### config.mk
export PLATFORM = sky130hd
export DESIGN_NAME = escape_hex_stream_decoder
export DESIGN_NICKNAME = d
export VERILOG_FILES = /design/src/hdl/ehsd_pkg.sv /design/src/hdl/ehsd_decode.sv /design/src/hdl/escape_hex_stream_decoder.sv
export SDC_FILE = /design/constraint.sdc
export NUM_CORES = 1
export LEC_CHECK = 0
export BUFFER_PORTS_ARGS = -buffer_cell sky130_fd_sc_hd__buf_4
export CORE_ASPECT_RATIO = 2
export CORE_UTILIZATION = 27
export DETAILED_ROUTE_END_ITERATION = 6
export GPL_TIMING_DRIVEN = 1
export PLACE_DENSITY = 0.45
export SETUP_SLACK_MARGIN = 0.4
export SLEW_MARGIN = 0
export SYNTH_ARGS = -nofsm -noshare
export SYNTH_HDL_FRONTEND = slang
export SYNTH_HIERARCHICAL = 1
export SYNTH_SLANG_ARGS = --single-unit
### constraint.sdc
create_clock -name clk_i -period 2.6 [get_ports clk_i]
set_input_delay 0 -clock clk_i [delete_from_list [all_inputs] [get_ports clk_i]]
set_output_delay 0 -clock clk_i [all_outputs]
set_load 0.005 [all_outputs]
### src/hdl/ehsd_pkg.sv
// Shared types, constants and helpers for the escape/hex stream decoder.
package ehsd_pkg;

  // Decoder phase between input bytes
  typedef enum logic [1:0] {
    PH_NORMAL    = 2'd0,
    PH_AFTER_ESC = 2'd1,
    PH_WANT_LOW  = 2'd2,
    PH_DISCARD   = 2'd3
  } phase_e;

  // One result transfer
  typedef struct packed {
    logic [7:0] plain_byte;
    logic       has_data;
    logic       is_error;
    logic       is_last;
  } result_t;

  // Escape character after reset
  localparam logic [7:0] EscResetVal = 8'h7E;

  // Control letters after an escape and the bytes they stand for
  localparam logic [7:0] LetterTab = 8'h49;  // 'I'
  localparam logic [7:0] LetterLf  = 8'h4A;  // 'J'
  localparam logic [7:0] LetterFf  = 8'h4C;  // 'L'
  localparam logic [7:0] LetterCr  = 8'h4D;  // 'M'
  localparam logic [7:0] ByteTab   = 8'h09;
  localparam logic [7:0] ByteLf    = 8'h0A;
  localparam logic [7:0] ByteFf    = 8'h0C;
  localparam logic [7:0] ByteCr    = 8'h0D;

  localparam logic [7:0] DigitZero = 8'h30;  // '0'
  localparam logic [7:0] LetterA   = 8'h41;  // 'A'
  localparam logic [3:0] NibbleTen = 4'd10;

  // Decode an uppercase hex digit: {bad, value}
  function automatic logic [4:0] hex_decode(input logic [7:0] c);
    logic [7:0] diff;
    logic [4:0] res;
    res = {1'b1, 4'h0};
    if (c inside {[8'h30:8'h39]}) begin
      diff = c - DigitZero;
      res  = {1'b0, diff[3:0]};
    end else if (c inside {[8'h41:8'h46]}) begin
      diff = c - LetterA;
      res  = {1'b0, diff[3:0] + NibbleTen};
    end
    return res;
  endfunction

endpackage

### src/hdl/ehsd_decode.sv
// Per-byte decode: next phase, held nibble and the result of one input byte.
module ehsd_decode (
  input  ehsd_pkg::phase_e  phase_i,
  input  logic [3:0]        nibble_i,
  input  logic [7:0]        esc_i,
  input  logic [7:0]        data_byte_i,
  input  logic              end_of_message_i,
  output ehsd_pkg::phase_e  phase_o,
  output logic [3:0]        nibble_o,
  output logic              res_valid_o,
  output ehsd_pkg::result_t res_o
);
  import ehsd_pkg::*;

  logic [4:0] hex;
  logic       hex_bad;
  logic       eom;

  assign hex     = hex_decode(data_byte_i);
  assign hex_bad = hex[4];
  assign eom     = end_of_message_i;

  // Phase transitions and result selection
  always_comb begin
    phase_o            = phase_i;
    nibble_o           = nibble_i;
    res_valid_o        = 1'b0;
    res_o.plain_byte   = 8'h00;
    res_o.has_data     = 1'b0;
    res_o.is_error     = 1'b0;
    res_o.is_last      = eom;
    case (phase_i)
      PH_NORMAL: begin
        if (data_byte_i != esc_i) begin
          res_valid_o      = 1'b1;
          res_o.plain_byte = data_byte_i;
          res_o.has_data   = 1'b1;
        end else if (eom) begin
          // escape cut short by end of message
          res_valid_o    = 1'b1;
          res_o.is_error = 1'b1;
        end else begin
          phase_o = PH_AFTER_ESC;
        end
      end
      PH_AFTER_ESC: begin
        phase_o = PH_NORMAL;
        if (data_byte_i == esc_i) begin
          res_valid_o      = 1'b1;
          res_o.plain_byte = data_byte_i;
          res_o.has_data   = 1'b1;
        end else if (data_byte_i == LetterTab || data_byte_i == LetterLf ||
                     data_byte_i == LetterFf || data_byte_i == LetterCr) begin
          res_valid_o    = 1'b1;
          res_o.has_data = 1'b1;
          case (data_byte_i)
            LetterTab: res_o.plain_byte = ByteTab;
            LetterLf:  res_o.plain_byte = ByteLf;
            LetterFf:  res_o.plain_byte = ByteFf;
            default:   res_o.plain_byte = ByteCr;
          endcase
        end else if (hex_bad) begin
          res_valid_o    = 1'b1;
          res_o.is_error = 1'b1;
          if (!eom) begin
            phase_o = PH_DISCARD;
          end
        end else if (eom) begin
          // first digit with no second one
          res_valid_o    = 1'b1;
          res_o.is_error = 1'b1;
        end else begin
          nibble_o = hex[3:0];
          phase_o  = PH_WANT_LOW;
        end
      end
      PH_WANT_LOW: begin
        phase_o     = PH_NORMAL;
        res_valid_o = 1'b1;
        if (hex_bad) begin
          res_o.is_error = 1'b1;
          if (!eom) begin
            phase_o = PH_DISCARD;
          end
        end else begin
          res_o.plain_byte = {nibble_i, hex[3:0]};
          res_o.has_data   = 1'b1;
        end
      end
      default: begin
        // drop bytes up to the end of the message
        if (eom) begin
          phase_o = PH_NORMAL;
        end
      end
    endcase
  end

endmodule

### src/hdl/escape_hex_stream_decoder.sv
// Escape/hex stream decoder top level: phase register, result register and skid stage.
// A result is registered when its byte is accepted: in the result slot, or in the skid
// slot while output stalls. One byte is taken per cycle while the skid slot is empty.
// Bytes that end no sequence give no result transfer and only advance the phase.
// Reset: phase returns to pass-through, held nibble clears, escape character becomes 0x7E,
// and both result slots empty.
module escape_hex_stream_decoder (
  input  logic       clk_i,
  input  logic       rst_ni,
  input  logic       cfg_we_i,
  input  logic [7:0] cfg_wdata_i,
  input  logic       in_valid_i,
  output logic       in_stall_o,
  input  logic [7:0] data_byte_i,
  input  logic       end_of_message_i,
  output logic       out_valid_o,
  input  logic       out_stall_i,
  output logic [7:0] plain_byte_o,
  output logic       has_data_o,
  output logic       is_error_o,
  output logic       is_last_o
);
  import ehsd_pkg::*;

  logic [7:0] esc_q;
  phase_e     phase_q, phase_d;
  logic [3:0] nibble_q, nibble_d;
  logic       res_valid;
  result_t    res;
  result_t    out_q, skid_q;
  logic       out_valid_q, skid_valid_q;
  logic       in_fire, out_free;

  assign in_stall_o = skid_valid_q;
  assign in_fire    = in_valid_i && !skid_valid_q;
  assign out_free   = !out_valid_q || !out_stall_i;

  ehsd_decode u_decode (
    .phase_i          (phase_q),
    .nibble_i         (nibble_q),
    .esc_i            (esc_q),
    .data_byte_i      (data_byte_i),
    .end_of_message_i (end_of_message_i),
    .phase_o          (phase_d),
    .nibble_o         (nibble_d),
    .res_valid_o      (res_valid),
    .res_o            (res)
  );

  // Hold escape character and decode state
  always_ff @(posedge clk_i or negedge rst_ni) begin
    if (!rst_ni) begin
      esc_q    <= EscResetVal;
      phase_q  <= PH_NORMAL;
      nibble_q <= 4'h0;
    end else begin
      if (cfg_we_i) begin
        esc_q <= cfg_wdata_i;
      end
      if (in_fire) begin
        phase_q  <= phase_d;
        nibble_q <= nibble_d;
      end
    end
  end

  // Advance result and skid slots
  always_ff @(posedge clk_i or negedge rst_ni) begin
    if (!rst_ni) begin
      out_valid_q  <= 1'b0;
      skid_valid_q <= 1'b0;
    end else if (out_free) begin
      if (skid_valid_q) begin
        out_valid_q  <= 1'b1;
        skid_valid_q <= 1'b0;
      end else begin
        out_valid_q <= in_fire && res_valid;
      end
    end else if (in_fire && res_valid) begin
      skid_valid_q <= 1'b1;
    end
  end

  // Load result payloads
  always_ff @(posedge clk_i) begin
    if (out_free) begin
      if (skid_valid_q) begin
        out_q <= skid_q;
      end else if (in_fire && res_valid) begin
        out_q <= res;
      end
    end else if (in_fire && res_valid) begin
      skid_q <= res;
    end
  end

  assign out_valid_o  = out_valid_q;
  assign plain_byte_o = out_q.plain_byte;
  assign has_data_o   = out_q.has_data;
  assign is_error_o   = out_q.is_error;
  assign is_last_o    = out_q.is_last;

endmodule
# [Word-level counts from Yosys, hierarchy flattened]
# Cells that the tools add are included.
# W data, S select, Z words.
[op_classes] addsub=3 order_cmp=4 eq_ne=10 n_mux=33 bitwise=5 reduce_logical=19
[ops] op="$eq A8 B7 Y1 const B" count=4
[ops] op="$pmux W10 S3" count=1
[ops] op="$mux W9" count=3
[ops] op="$mux W11" count=2
[ops] op="$mux W2" count=9
[ops] op="$mux W5" count=3
[ops] op="$mux W1" count=12
[ops] op="$pmux W3 S3" count=1
[ops] op="$eq A8 B8 Y1" count=1
[ops] op="$ge A8 B6 Y1 const B" count=1
[ops] op="$ge A8 B7 Y1 const B" count=1
[ops] op="$le A8 B6 Y1 const B" count=1
[ops] op="$le A8 B7 Y1 const B" count=1
[ops] op="$ne A8 B8 Y1" count=1
[ops] op="$sub A4 B1 Y4 const B" count=2
[ops] op="$pmux W2 S3" count=1
[ops] op="$reduce_and A6 Y1" count=1
[ops] op="$not A1 Y1" count=5
[ops] op="$add A4 B4 Y4 const B" count=1
[ops] op="$logic_and A1 B1 Y1" count=4
[ops] op="$logic_or A1 B1 Y1" count=4
[ops] op="$ne A2 B2 Y1 const B" count=2
[ops] op="$reduce_and A2 Y1" count=2
[ops] op="$reduce_and A4 Y1" count=1
[ops] op="other kinds (7)" count=10
[word_totals] register_bits=38 inputBits=22 output_inout_bits=13 elab_cells=87

# [Longest topological paths before layout]
[logic_depth] word_depth=11 depth_mapped=10 mapped_depth_nobuf=9

# [By module]
# The synthesis kept the hierarchy.
[modules_own_cells] mod="escape_hex_stream_decoder" n_inst=1 cells_per_inst=73 area_each_um2=1432.6 seq_area_each_um2=1068.5
[modules_own_cells] mod="ehsd_decode" n_inst=1 cells_per_inst=98 area_each_um2=732.0 seq_area_each_um2=0.0

# [Least setup slack after synthesis]
# No wires, ideal clock.
[synth_timing] path_type="in2reg" from="in data_byte_i[1]" to="reg out_q (netlist bit has_data_o) (enable)" setup_time_ps=383 arrival_time_ps=2051 required_ps=2217 path_slack_ps=167 stages=10 n_path_buf=1 path_cell_list="buf_2 > inv_1 > ha_1 > o21bai_2 > a2111oi_4 > a21oi_2 > o41ai_1 > a2bb2oi_1 > a21oi_1 > a21oi_1"
[synth_via] elab_chain_len=11 word_cells_on_any_way=25 classes_between="order compare (4); eq/ne (6); mux (7); reduce/logical (8)"
[synth_rtl] item="from (decl)" line="escape_hex_stream_decoder.sv:14" source="input logic [7:0] data_byte_i,"
[synth_rtl] item="$ge A8 B7 Y1 / $le A8 B7 Y1 (equally long branches)" line="ehsd_pkg.sv:45" source="end else if (c inside {[8'h41:8'h46]}) begin"
[synth_rtl] item="$logic_and A1 B1 Y1" line="ehsd_pkg.sv:45"
[synth_rtl] item="$mux W5" line="ehsd_pkg.sv:45"
[synth_rtl] item="$mux W5" line="ehsd_pkg.sv:42" source="if (c inside {[8'h30:8'h39]}) begin"
[synth_rtl] item="$mux W1" line="ehsd_decode.sv:62" source="end else if (hex_bad) begin"
[synth_rtl] item="$mux W1" line="ehsd_decode.sv:52" source="end else if (data_byte_i == LetterTab || data_byte_i == LetterLf ||"
[synth_rtl] item="$mux W1" line="ehsd_decode.sv:48" source="if (data_byte_i == esc_i) begin"
[synth_rtl] item="$pmux W1 S3 *" line="ehsd_decode.sv:32" source="case (phase_i)"
[synth_rtl] item="via res_valid" line="escape_hex_stream_decoder.sv:28" source="logic res_valid;"
[synth_rtl] item="$logic_and A1 B1 Y1 *" line="escape_hex_stream_decoder.sv:89" source="end else if (in_fire && res_valid) begin"
[synth_rtl] item="$reduce_bool A2 Y1 (no source line) *"
[synth_rtl] item="$reduce_and A2 Y1 (no source line) *"
[synth_rtl] item="to (signal assigned)" line="escape_hex_stream_decoder.sv:88" source="out_q <= skid_q;"
[synth_rtl] item="to (signal assigned)" line="escape_hex_stream_decoder.sv:90" source="out_q <= res;"
[synth_rtl] item="to (decl)" line="escape_hex_stream_decoder.sv:30" source="result_t out_q, skid_q;"
# Mark *: on every way through the listed nets, which the timed path passes. The rest lies on a longest branch.
# A chain may end at the register's enable or synchronous reset.

# [Worst setup path in the final report]
[layout_timing] from="reg esc_q[2]" to="reg nibble_q[3]"
[layout_via] elab_chain_len=3
[layout_rtl] item="from (decl)" line="escape_hex_stream_decoder.sv:25" source="logic [7:0] esc_q;"
[layout_rtl] item="from (signal assigned)" line="escape_hex_stream_decoder.sv:53" source="esc_q <= EscResetVal;"
[layout_rtl] item="from (signal assigned)" line="escape_hex_stream_decoder.sv:58" source="esc_q <= cfg_wdata_i;"
[layout_rtl] item="$eq A8 B8 Y1" line="ehsd_decode.sv:48"
[layout_rtl] item="$not A1 Y1 (no source line)"
[layout_rtl] item="$reduce_and A6 Y1 (no source line)"
[layout_rtl] item="to (signal assigned)" line="escape_hex_stream_decoder.sv:62" source="nibble_q <= nibble_d;"
[layout_rtl] item="to (decl)" line="escape_hex_stream_decoder.sv:27" source="logic [3:0] nibble_q, nibble_d;"
# No other way between the ends.

==> summary.md <==
| Metric | Value |
|---|---|
| Final hold vios | `0` |
| TritonCTS Buffers | `5` |
| RR Endpoint | `nibble_q[3]` |
| Final wirelength | `5.39 mm` |
| Largest family of logic cells by synthesized area | `multiplexers` |
| CP startpoint | `esc_q[2]` |
| Reg2Reg Setup Slack | `0.45 ns` |
| Max stage delay on crit path | `0.54 ns` |
| Unrepaired setup endpoints after global routing | `yes` |
| Syn Inst Count | `171` |
| Compound-Gate Fraction of Synth Area | `14.0%` |
| Crit path max-delay family | `multiplexers` |
| Worst-path clk slew | `0.06 ns` |
| Cell leakage power | `1.12 nW` |
| Finished Layout Cells | `319` |
| Min cycle time layout | `2.15 ns` |
| Worst-Margin Slew | `0.689 ns` |
| FF-to-FF path depth | `6` |
| Die ar. | `0.00840 mm2` |
| Leading cell type in the layout, fill and taps excluded | `buf_4` |
| RD Place Congestion | `0.916` |
| Area delta synth->final | `35.4%` |
| Slew HR | `53.6%` |
| Synth Area in Adders | `2.31%` |
| DRT iter0 DRCs | `69` |
| Endpoints failing setup | `0` |
| Period utilisation layout | `82.7%` |
| CP Capture Type | `flop` |
| Vias | `1610` |
| Net Count, Synth | `197` |
| Fraction of registers with async set or reset after synthesis | `42.1%` |
| Core ar. | `0.00766 mm2` |
| Number of global-route vias before repair | `1678` |
| 1st-pass router iterations | `4` |
| # port buffers | `34` |
| FMAX | `465 MHz` |
| Worst Setup EP | `nibble_q[3]` |
| XOR/XNOR Fraction of Synth Area | `4.05%` |
| Hpwl dp | `4.18 mm` |
| Crit path launch type | `flop` |
| Critical R2R Launch | `esc_q[2]` |
| Share of layout cells above drive strength 1 | `46.2%` |
| Worst Path Required | `2.77 ns` |
| Most used flip-flop cell after synthesis | `edfxtp_1` |
| CP cell instances | `xnor2_1 > and4_2 > a21oi_4 > nor4b_4 > mux2_2 > mux2_4` |
| ANT cells | `0` |
| Worst Path Arrival | `2.32 ns` |
| Dpl cells | `297` |
| Die Width | `65.3 um` |
| Status | `complete, no violations` |
| Syn avg cell area | `12.7 um2` |
| Clock sinks | `38` |
| Max-Cap Viols | `0` |
| Unique masters post-synth | `46` |
| Area share of and/or/nand/nor cells after synthesis | `10.9%` |
| Clock Tree Buf Depth | `2` |
| Clock Latency Late Sink | `0.28 ns` |
| Routed vias/inst | `5.05` |
| CTS tree | `yes` |
| Crit-path slowest cell | `dfstp_2` |
| Die height | `129 um` |
| Mux contribution to synthesized area | `16.1%` |
| Hold slack | `0.00984 ns` |
| Max H-tree Level | `2` |
| DR DRC count | `0` |
| Total GRT Usage | `13.8%` |
| Ys Warns | `6` |
| Root Driver | `clkbuf_16` |
| Post-layout util | `38.3%` |
| Largest net degree at the start of global routing | `17` |
| Remaining antenna violation count | `0` |
| Synthesized flop and latch total | `38` |
| Routed WL per cell | `16.9 um` |
| Initial core utilization | `28.3%` |
| Pins Over Slew Limit | `0` |
| Final instance area | `0.00293 mm2` |
| # IOs | `35` |
| WP buf/inv | `0` |
| Post-synthesis cell area | `0.00216 mm2` |
| FP Rows | `45` |
| CP max FO | `4` |
| Most frequent cells in the layout | `buf_4, mux2_2, edfxtp_1` |
| Setup CP Type | `flop to flop` |
| Power Density | `629 mW/mm2` |
| Crit path depth | `6` |
| Clock Skew | `0.00715 ns` |
| Fin Setup TNS | `0 ns` |
| Total gr overflow | `0` |
| Peak supply drop | `0.273 mV` |
| HP Class | `input port to flop` |
| Initial antenna violation count | `0` |
| First-pass GRT wire length | `8.62 mm` |
| Sequential element share of the synthesized area | `49.4%` |
| NumNets Final | `250` |
| Post-synth EDFFs | `22` |
| DP Area | `0.00256 mm2` |
worst min path at each step:
stage	from	to	slack [ns]	cells after the start
2_1_floorplan	rst_ni	esc_q[0]	-0.30	0
3_3_place_gp	rst_ni	nibble_q[0]	-0.12	1
3_5_place_dp	rst_ni	nibble_q[1]	-0.12	1
4_1_cts	out_stall_i	out_valid_o	0.0007	3
5_1_grt	out_stall_i	in_stall_o	0.01	3
6_report	out_stall_i	out_valid_o	0.01	3
flip-flops by register name, indices dropped and copies added, names as in the netlist, 2 cells and up:
| signal | cells |
|---|---|
| plain_byte_o | 8 |
| skid_q | 11 |
| esc_q | 8 |
| phase_q | 2 |
| nibble_q | 4 |
final cells by class:
type,instances,area (um2)
Tap cell,94,118
Fill cell,775,4730
Inverter,5,18.8
Clock inverter,3,68.8
Timing Repair Buffer,54,455
Clock buffer,5,125
Multi-Input combinational cell,120,1080
Sequential cell,38,1070
repair_timing:
item / CTS / global route
endpoints found under the hold margin: 25 / 0
buffers inserted: 3 / 1
hold buffers: 10 / 0
pin swaps: 2 / 7
setup endpoints to repair: 25 / 29
resized for setup: 2 / 6
metal layers:
layer  wire length [um]  vias to the layer above  part of all wire (%)  track usage [%]
li1                   -                      761                     -                -
met1               1870                      782                    35             13.1
met2               3070                       50                    57             26.5
met3                138                       17                   2.6             1.86
met4                309                        0                   5.7             8.95
met5                  0                        -                     0                0
worst register-to-register path: stages, from the launching register on:
cell and delay [ns]:
dfstp_2 0.54, xnor2_1 0.07, and4_2 0.28, a21oi_4 0.18, nor4b_4 0.34, mux2_2 0.38
mux2_4 0.26
synth_stat cells (4+ instances only):
| master | count | area, um2 |
|---|---|---|
| mux2_4 | 6 | 90.1 |
| a22o_1 | 4 | 35.0 |
| mux2_2 | 23 | 259 |
| nor2_1 | 7 | 26.3 |
| xnor2_1 | 10 | 87.6 |
| edfxtp_1 | 22 | 661 |
| dfrtp_1 | 10 | 250 |
| dfstp_2 | 6 | 158 |
| a21oi_1 | 7 | 35.0 |
| inv_1 | 5 | 18.8 |
| o21ai_0 | 4 | 20.0 |
| nand2_1 | 12 | 45.0 |
| ha_1 | 4 | 50.1 |
cells by family (layout without fill, tap and decap cells):
| kind of cell | after synthesis | in the layout |
|---|---|---|
| xor gates and xnor gates | 10 | 10 |
| adders and majority gates | 4 | 4 |
| muxes | 29 | 29 |
| and+or+nand+nor | 41 | 41 |
| AOI/OAI and AO/OA | 36 | 36 |
| DFF | 38 | 38 |
| buffers and inverters | 13 | 67 |
where the power goes:
part	switching, mW	total (mW)	internal (mW)
Clock	0.249	0.800	0.551
Sequential	0.0326	0.738	0.705
Combinational	0.143	0.306	0.164
per-stage QoR:
step	worst slack [ns]	total power [mW]
3_5_place_dp	0.170	1.03
2_1_floorplan	0.421	0.914
3_3_place_gp	0.198	1.03
6_report	0.450	1.84
4_1_cts	0.408	1.86
5_1_grt	0.384	1.92
(Power assumes the default switching activity.)
